### src/sv/moesi_pkg.sv
// Shared types for the MOESI line state machine: state, transaction and
// action codes, and the result bundle. No dependencies.
`default_nettype none

package moesi_pkg;

  // Line coherence state
  typedef enum logic [2:0] {
    ST_M = 3'd0,
    ST_O = 3'd1,
    ST_E = 3'd2,
    ST_S = 3'd3,
    ST_I = 3'd4
  } state_e;

  // Transaction kind; codes above F_FORCE are unused
  typedef enum logic [3:0] {
    F_DR     = 4'd0,
    F_TR     = 4'd1,
    F_DW     = 4'd2,
    F_TW     = 4'd3,
    F_DWB    = 4'd4,
    F_TWB    = 4'd5,
    F_DIR_DR = 4'd6,
    F_DIR_TR = 4'd7,
    F_DIR_DW = 4'd8,
    F_DIR_TW = 4'd9,
    F_FORCE  = 4'd10
  } func_e;

  typedef enum logic [2:0] {
    ACT_NONE    = 3'd0,
    ACT_MEM_DWB = 3'd1,
    ACT_MEM_TWB = 3'd2,
    ACT_BC_DW   = 3'd3,
    ACT_BC_TW   = 3'd4,
    ACT_BC_DR   = 3'd5,
    ACT_BC_TR   = 3'd6
  } action_e;

  localparam int unsigned LEVEL_W = 2;
  localparam logic [LEVEL_W-1:0] LEVEL_FIRST = 2'd1;

  typedef struct packed {
    action_e action;
    state_e  state;
  } result_t;

endpackage

`default_nettype wire

### src/sv/moesi_line_state_machine.sv
// Top level of the MOESI coherence state machine for one cache line.
// Depends on moesi_pkg and moesi_next_state.
`default_nettype none

// Channel   Direction  Handshake                  Payload
// in        sink       in_valid_i / in_stall_o    func_i, propagate_state_i
// out       source     out_valid_o / out_stall_i  action_o, new_state_o
// cfg       sink       cfg_we_i                   cfg_data_i (hierarchy level)
//
// Two register stages: an input register, then the transition table, then the
// result register. The line state updates as an item moves into the result
// register, so items follow back to back at one per cycle while not stalled.
// Reset leaves the line Invalid and the hierarchy level at 1.
// A stall on the output holds the result; an empty input register still fills,
// so one more item is taken before in_stall_o rises.

module moesi_line_state_machine (
  input  logic                            clk_i,
  input  logic                            rst_ni,
  input  logic                            cfg_we_i,
  input  logic [moesi_pkg::LEVEL_W-1:0]   cfg_data_i,
  input  logic                            in_valid_i,
  output logic                            in_stall_o,
  input  logic [3:0]                      func_i,
  input  logic [2:0]                      propagate_state_i,
  output logic                            out_valid_o,
  input  logic                            out_stall_i,
  output logic [2:0]                      action_o,
  output logic [2:0]                      new_state_o
);
  import moesi_pkg::*;

  logic [LEVEL_W-1:0] level_q;

  // input stage
  logic       s1_valid_q;
  logic [3:0] func_q;
  logic [2:0] prop_q;

  // result stage
  logic       out_valid_q;
  result_t    res_q;
  result_t    res_d;

  state_e     line_state_q;

  logic       s2_ready;
  logic       s1_ready;
  logic       s1_move;

  assign s2_ready   = !out_valid_q || !out_stall_i;
  assign s1_move    = s1_valid_q && s2_ready;
  assign s1_ready   = !s1_valid_q || s2_ready;
  assign in_stall_o = !s1_ready;

  always_ff @(posedge clk_i or negedge rst_ni) begin
    if (!rst_ni) begin
      level_q <= LEVEL_FIRST;
    end else if (cfg_we_i) begin
      level_q <= cfg_data_i;
    end
  end

  always_ff @(posedge clk_i or negedge rst_ni) begin
    if (!rst_ni) begin
      s1_valid_q <= 1'b0;
    end else if (s1_ready) begin
      s1_valid_q <= in_valid_i;
    end
  end

  always_ff @(posedge clk_i) begin
    if (s1_ready && in_valid_i) begin
      func_q <= func_i;
      prop_q <= propagate_state_i;
    end
  end

  moesi_next_state u_next (
    .func_i  (func_e'(func_q)),
    .prop_i  (prop_q),
    .cur_i   (line_state_q),
    .first_i (level_q == LEVEL_FIRST),
    .res_o   (res_d)
  );

  // state advances exactly once per item, as it enters the result register
  always_ff @(posedge clk_i or negedge rst_ni) begin
    if (!rst_ni) begin
      line_state_q <= ST_I;
    end else if (s1_move) begin
      line_state_q <= res_d.state;
    end
  end

  always_ff @(posedge clk_i or negedge rst_ni) begin
    if (!rst_ni) begin
      out_valid_q <= 1'b0;
    end else if (s2_ready) begin
      out_valid_q <= s1_valid_q;
    end
  end

  always_ff @(posedge clk_i) begin
    if (s1_move) begin
      res_q <= res_d;
    end
  end

  assign out_valid_o = out_valid_q;
  assign action_o    = 3'(res_q.action);
  assign new_state_o = 3'(res_q.state);

endmodule

`default_nettype wire

### src/sv/moesi_next_state.sv
// Combinational MOESI transition table for one transaction.
// Depends on moesi_pkg.
`default_nettype none

module moesi_next_state (
  input  moesi_pkg::func_e   func_i,
  input  logic [2:0]         prop_i,
  input  moesi_pkg::state_e  cur_i,
  input  logic               first_i,
  output moesi_pkg::result_t res_o
);
  import moesi_pkg::*;

  state_e  prop_clean;
  state_e  nxt;
  action_e act;
  action_e wb_act;
  action_e bc_wr_act;
  action_e bc_rd_act;
  logic    dir_rd;
  logic    dir_wr;
  logic    loc_wr;
  logic    loc_wb;
  logic    loc_rd;

  always_comb begin
    // out-of-range propagated states read as Invalid
    prop_clean = (prop_i > 3'(ST_I)) ? ST_I : state_e'(prop_i);

    dir_rd = func_i inside {F_DIR_DR, F_DIR_TR};
    dir_wr = func_i inside {F_DIR_DW, F_DIR_TW};
    loc_wr = func_i inside {F_DW, F_TW};
    loc_wb = func_i inside {F_DWB, F_TWB};
    loc_rd = func_i inside {F_DR, F_TR};

    wb_act    = (func_i == F_DIR_DR || func_i == F_DIR_DW) ? ACT_MEM_DWB : ACT_MEM_TWB;
    bc_wr_act = (func_i == F_DW) ? ACT_BC_DW : ACT_BC_TW;
    bc_rd_act = (func_i == F_DR) ? ACT_BC_DR : ACT_BC_TR;

    nxt = cur_i;
    act = ACT_NONE;

    if (func_i == F_FORCE) begin
      nxt = prop_clean;
    end else begin
      case (cur_i)
        ST_M: begin
          // modified ignores local traffic, writebacks included
          if (dir_rd) begin
            nxt = ST_O;
            act = wb_act;
          end else if (dir_wr) begin
            nxt = ST_I;
            act = wb_act;
          end
        end
        ST_E: begin
          if (dir_rd) begin
            nxt = ST_S;
          end else if (dir_wr) begin
            nxt = ST_I;
          end else if (loc_wr) begin
            nxt = first_i ? ST_M : ST_E;
          end else if (loc_wb) begin
            nxt = prop_clean;
          end
        end
        default: begin
          // owner, shared, invalid
          if (dir_wr) begin
            if (cur_i != ST_I) begin
              nxt = ST_I;
              if (cur_i == ST_O) begin
                act = wb_act;
              end
            end
          end else if (loc_wr) begin
            if (first_i) begin
              nxt = ST_M;
              act = bc_wr_act;
            end else begin
              nxt = ST_E;
            end
          end else if (loc_wb) begin
            nxt = prop_clean;
          end else if (cur_i == ST_I && loc_rd) begin
            nxt = ST_E;
            act = bc_rd_act;
          end
        end
      endcase
    end

    res_o.action = act;
    res_o.state  = nxt;
  end

endmodule

`default_nettype wire

### config.mk
export PLATFORM = sky130hd
export DESIGN_NAME = moesi_line_state_machine
export DESIGN_NICKNAME = d
export VERILOG_FILES = /design/src/sv/moesi_pkg.sv /design/src/sv/moesi_line_state_machine.sv /design/src/sv/moesi_next_state.sv
export SDC_FILE = /design/constraint.sdc
export NUM_CORES = 1
export LEC_CHECK = 0
export BUFFER_PORTS_ARGS = -buffer_cell sky130_fd_sc_hd__buf_2
export CORE_ASPECT_RATIO = 0.75
export CORE_MARGIN = 2
export CORE_UTILIZATION = 34
export DETAILED_ROUTE_END_ITERATION = 12
export GPL_ROUTABILITY_DRIVEN = 0
export PLACE_DENSITY = 0.64
export SYNTH_ARGS = -nofsm -noshare
export SYNTH_HDL_FRONTEND = slang
export SYNTH_HIERARCHICAL = 1
export SYNTH_SLANG_ARGS = --single-unit
export TNS_END_PERCENT = 50
### constraint.sdc
create_clock -name clk_i -period 3.86 [get_ports clk_i]
set_input_delay 0.193 -clock clk_i [delete_from_list [all_inputs] [get_ports clk_i]]
set_output_delay 0.193 -clock clk_i [all_outputs]
set_load 0.1 [all_outputs]
; Word level (Yosys, flattened, before mapping)
; Cells that the tools add are included.
[word_totals]
input_bits = 14
rom_bits = 0
regBits = 20
elab_cells = 69
latch_bits = 0
memories = 0
mem_bits_rw = 0
out_inout_bits = 8
[op_classes]
multipliers = 0
shifts = 0
n_bitwise = 0
magnitude_cmp = 1
n_mux = 28
div_mod_pow = 0
reduce_logical = 17
n_eq_ne = 15
addsub = 0
[op_table]
columns = cell, count
row1 = $mux W3, 23
row2 = $eq A4 B3 Y1 const B, 4
row3 = $eq A4 B4 Y1 const B, 3
row4 = $pmux W3 S2, 2
row5 = $reduce_bool A2 Y1, 5
row6 = $eq A4 B2 Y1 const B, 2
row7 = $mux W2, 3
row8 = $eq A4 B1 Y1 const B, 1
row9 = $logic_not A1 Y1, 4
row10 = $logic_not A4 Y1, 1
row11 = $eq A3 B1 Y1 const B, 1
row12 = $eq A3 B2 Y1 const B, 1
row13 = $eq A3 B3 Y1 const B, 1
row14 = $gt A3 B3 Y1 const B, 1
row15 = $logic_and A1 B1 Y1, 3
row16 = $logic_not A3 Y1, 1
row17 = $logic_or A1 B1 Y1, 3
row18 = $ne A3 B3 Y1 const B, 1
row19 = $eq A2 B1 Y1 const B, 1

; Longest topological paths before layout
[logic_depth]
word_depth = 9
mapped_depth = 6
ltp_nobuf = 6

; Modules after synthesis
; Netlist, hierarchy kept.
[by_module_without_submodules]
columns = module, area_each_um2, cells_each, instances, seq_area_each_um2
row1 = moesi_line_state_machine, 679.4, 32, 1, 568.0
row2 = moesi_next_state, 424.2, 67, 1, 0.0

; Worst setup path before layout
; Ideal clock, no wire load.
[synth_path]
path_type = register to output
startpoint = register out_valid_q, in the netlist out_valid_o
endpoint = output port in_stall_o
arrival_ps = 1834
n_path_buf = 0
path_slack_ps = 1833
stages_incl_launch_ff = 3
path_cell_list = dfrtp_1 nand3_1 inv_1
[synth_via]
elab_chain_cells = 4
[synth_rtl]
columns = item, line_no
row1 = start: declaration, moesi_line_state_machine.sv:41  ; logic out_valid_q;
row2 = start signal: assignment, moesi_line_state_machine.sv:100  ; out_valid_q <= s1_valid_q;
row3 = $logic_not A1 Y1, moesi_line_state_machine.sv:51  ; assign s2_ready = !out_valid_q || !out_stall_i;
row4 = $logic_or A1 B1 Y1, moesi_line_state_machine.sv:51
row5 = $logic_or A1 B1 Y1, moesi_line_state_machine.sv:53  ; assign s1_ready = !s1_valid_q || s2_ready;
row6 = $logic_not A1 Y1, moesi_line_state_machine.sv:54  ; assign in_stall_o = !s1_ready;
row7 = end: declaration, moesi_line_state_machine.sv:23  ; output logic in_stall_o,
; No other way between the ends.

==> results.json <==
{
  "timing.final.ws_setup_ns": 1.858,
  "tightest_slew_ns": 0.6267,
  "final.fill_count": 300,
  "layout_min_cycle_time_ns": 2.002,
  "drt_pass1_iterations": 4,
  "setup_total_negative_slack_ns": 0,
  "rrSetupSlack_ns": 1.86,
  "fp.coreArea_mm2": 0.003020,
  "num_vias": 853,
  "grt_max_degree": 20,
  "synth_xor_xnor_area_share_pct": 0,
  "dpl.hpwl_um": 1558,
  "drt-total-wl_um": 2172,
  "postSynthCellCount": 99,
  "grt-ovfl-total": 0,
  "synth_enable_flop_cells": 13,
  "synthTopCellsByCount": "sky130_fd_sc_hd__edfxtp_1 (13), sky130_fd_sc_hd__o21ai_0 (7), sky130_fd_sc_hd__nand2_1 (6), sky130_fd_sc_hd__nor2_1 (6)",
  "outcome": "finished clean",
  "synth_top_area_share_pct": 35.37,
  "final.period_utilization_pct": 51.87,
  "cpPeakStageDelay_ns": 0.66,
  "routed_via_density": 5.468,
  "post_synth_fa_ha_maj_area_fraction_pct": 0,
  "critPathKind": "reg2reg",
  "critical-path-top-delay-family": "compound AO/OA/AOI/OAI gates",
  "ys_ff_latch": 20,
  "endpoint_kind": "flip-flop",
  "initial_utilization_pct": 36.54,
  "maxCapViolations": 0,
  "final-seq-area_um2": 568.0,
  "final_max_slew_viol_count": 0,
  "r2r-end": "line_state_q[1]$_DFFE_PN0P_",
  "largest_family_of_logic_cells_by_synthesized_area": "compound AO/OA/AOI/OAI gates",
  "synth_top_cells_by_area": "sky130_fd_sc_hd__edfxtp_1 (35%), sky130_fd_sc_hd__dfrtp_1 (11%), sky130_fd_sc_hd__mux2_2 (5.1%)",
  "synth-main-ff-cell": "sky130_fd_sc_hd__edfxtp_1",
  "ff2ff_path_depth": 4,
  "tritoncts.num_buffers": 3,
  "peakVddDrop_uv": 278.8,
  "buffers_on_ports": 21,
  "wl_met3_um": 132,
  "worst-endpoint-arrival_ns": 2.16,
  "first_pass_grt_wire_length_um": 3436,
  "placed_instance_count": 151,
  "power.density_cell_area_mw_per_mm2": 617.6,
  "synth_compound_area_share_pct": 21.88,
  "crit_path_top_delay_cell": "sky130_fd_sc_hd__edfxtp_1",
  "finalHoldViolCount": 0,
  "layout.cells.non_filler": 156,
  "synth_most_common_cell": "sky130_fd_sc_hd__edfxtp_1",
  "syn-num-nets": 113,
  "synth_warnings": 6,
  "cts_sinks": 20,
  "whs_endpoint": "prop_q[1]$_DFFE_PP_",
  "min_path_cells": 1,
  "cts_htree_levels": 1,
  "hold-worst-slack_ns": 0.09721,
  "synth_area_leader_cell": "sky130_fd_sc_hd__edfxtp_1",
  "cts_max_path_buffers": 2,
  "layout_stage_area_growth_over_the_synthesis_result_pct": 17.35,
  "synthesis.area_per_instance_um2": 11.15,
  "timing.clock.skew_ns": 0.006509,
  "die-height_um": 53.34,
  "dp_slack_ns": 1.892,
  "floorplan.rows": 17,
  "cts_root_buffer": "sky130_fd_sc_hd__clkbuf_8",
  "worstSkewPairLatency_ns": 0.26,
  "path_cells": "nand2b_4 -> o32a_1 -> a221o_1 -> mux2_2",
  "groute.usage.overall_pct": 12.25,
  "num_antenna_cells": 0,
  "avgRoutedWirePerCell_um": 13.92,
  "wl_met2_um": 971,
  "synth.mux.area_fraction_pct": 5.102,
  "final_core_utilization_pct": 42.87,
  "clkTransAtPathRegs_ns": 0.07,
  "final-setup-viol-count": 0,
  "worstReg2RegStart": "func_q[1]$_DFFE_PP_",
  "cellLeakagePower_nw": 0.5070,
  "dieWidth_um": 69.79,
  "path_buf_inv": 0,
  "design.final.nets": 133,
  "top_metal_layer_carrying_routed_signals": "met4",
  "worst_slew_margin_rel_pct": 58.22,
  "ant_nets": 0,
  "tritoncts_clock_tree": "done",
  "hp-start": "propagate_state_i[1]",
  "route.layer.met1.wl_um": 1033,
  "ioPinCount": 22,
  "critPathLaunchType": "flip-flop",
  "first_global_vias": 757,
  "fmaxAchievable_ghz": 0.4995,
  "die-area_mm2": 0.003722,
  "multiInputGateArea_um2": 478.0,
  "crit_required_ns": 4.01,
  "post_synth_and_or_nand_nor_area_fraction_pct": 16.33,
  "cts_repair_resize_count": 0,
  "drtIter0Drc": 74,
  "antenna_found_initial": 0,
  "ys_types": 41,
  "worst-path-max-fanout": 19,
  "grt_setup_unrepaired": "no",
  "postSynth.asyncResetShare_pct": 35.00,
  "synth_sequential_area_ratio_pct": 51.47,
  "post_synth_instance_area_mm2": 0.001104,
  "holdCritPathClass": "in2reg",
  "post_route_cells_drive_above_1_share_pct": 31.36,
  "drt_drc_violations_left": 0
}
## state kept, by name (all words and copies together) (netlist names)
register and cells:
func_q 4, line_state_q 3, action_o 3, prop_q 3
s1_valid_q 1, level_q 2, new_state_o 3, out_valid_o 1
## layout by cell type, fill, tap and decap left out, types with 2 or more instances in the layout
master                     synthesis  layout
sky130_fd_sc_hd__a21oi_1           5       5
sky130_fd_sc_hd__a31oi_1           2       2
sky130_fd_sc_hd__a32oi_1           3       3
sky130_fd_sc_hd__buf_2             1      21
sky130_fd_sc_hd__clkbuf_8          0       3
sky130_fd_sc_hd__dfrtp_1           5       5
sky130_fd_sc_hd__dfstp_2           2       2
sky130_fd_sc_hd__edfxtp_1         13      13
sky130_fd_sc_hd__inv_1             4       4
sky130_fd_sc_hd__mux2_2            5       5
sky130_fd_sc_hd__nand2_1           6       6
sky130_fd_sc_hd__nand2b_1          3       3
sky130_fd_sc_hd__nor2_1            6       6
sky130_fd_sc_hd__nor2b_1           3       3
sky130_fd_sc_hd__nor3_1            3       3
sky130_fd_sc_hd__nor3b_1           2       2
sky130_fd_sc_hd__o21ai_0           7       7
sky130_fd_sc_hd__o32ai_1           2       2
## worst reg2reg max path, stage by stage, from the launching register on
cell and delay, ns:
sky130_fd_sc_hd__edfxtp_1 0.66, sky130_fd_sc_hd__nand2b_4 0.27, sky130_fd_sc_hd__o32a_1 0.34, sky130_fd_sc_hd__a221o_1 0.36, sky130_fd_sc_hd__mux2_2 0.27
## power by group
part           internal [W]  leakage, nW  switching (W)  total, W
Combinational     0.0000838        0.265       0.000179  0.000263
Sequential         0.000274        0.206      0.0000544  0.000329
Clock              0.000139       0.0357      0.0000692  0.000208
## what timing repair did
item | in CTS | in global routing
buffers inserted | 0 | 0
endpoints found under the setup margin | 0 | 0
endpoints found under the hold margin | 7 | 0
hold buffers | 1 | 0
## how the worst max path moves through the flow
stage	startpoint	to	slack [ns]	cells after the start
floorplan	out_valid_o$_DFFE_PN0P_	in_stall_o	1.83	2
global placement	func_q[1]$_DFFE_PP_	line_state_q[1]$_DFFE_PN0P_	1.95	4
detailed placement	func_q[1]$_DFFE_PP_	line_state_q[1]$_DFFE_PN0P_	1.89	4
CTS	func_q[1]$_DFFE_PP_	line_state_q[1]$_DFFE_PN0P_	1.88	4
global route	func_q[3]$_DFFE_PP_	line_state_q[0]$_DFFE_PN0P_	1.76	5
finish	func_q[1]$_DFFE_PP_	line_state_q[1]$_DFFE_PN0P_	1.86	4
## per-layer routing
| metal | GRT usage [%] | up-vias |
|---|---|---|
| li1 | - | 414 |
| met1 | 15.83 | 410 |
| met2 | 18.89 | 25 |
| met3 | 4.762 | 4 |
| met4 | 4.167 | 0 |
| met5 | 0 | - |
## cells by family after synthesis
group | count (synthesis)
compound gates | 32
simple gates | 31
flops | 20
buf+inv | 11
mux | 5
## cell type report
type	count	area share [%]
clock buffers	3	3.188
clock inverters	1	2.319
inverters	4	1.159
multi-input cells	68	36.91
flip-flops and latches	20	43.86
well taps	38	3.672
repair buffers	22	8.889
## per-stage QoR
stage,area (um^2),power [W]
2_1_floorplan,1104,0.0005392
3_3_place_gp,1214,0.0005859
3_5_place_dp,1214,0.0005932
4_1_cts,1295,0.0008039
5_1_grt,1295,0.0008426
6_report,1295,0.0007998
Power figures use the tool's default switching activity.
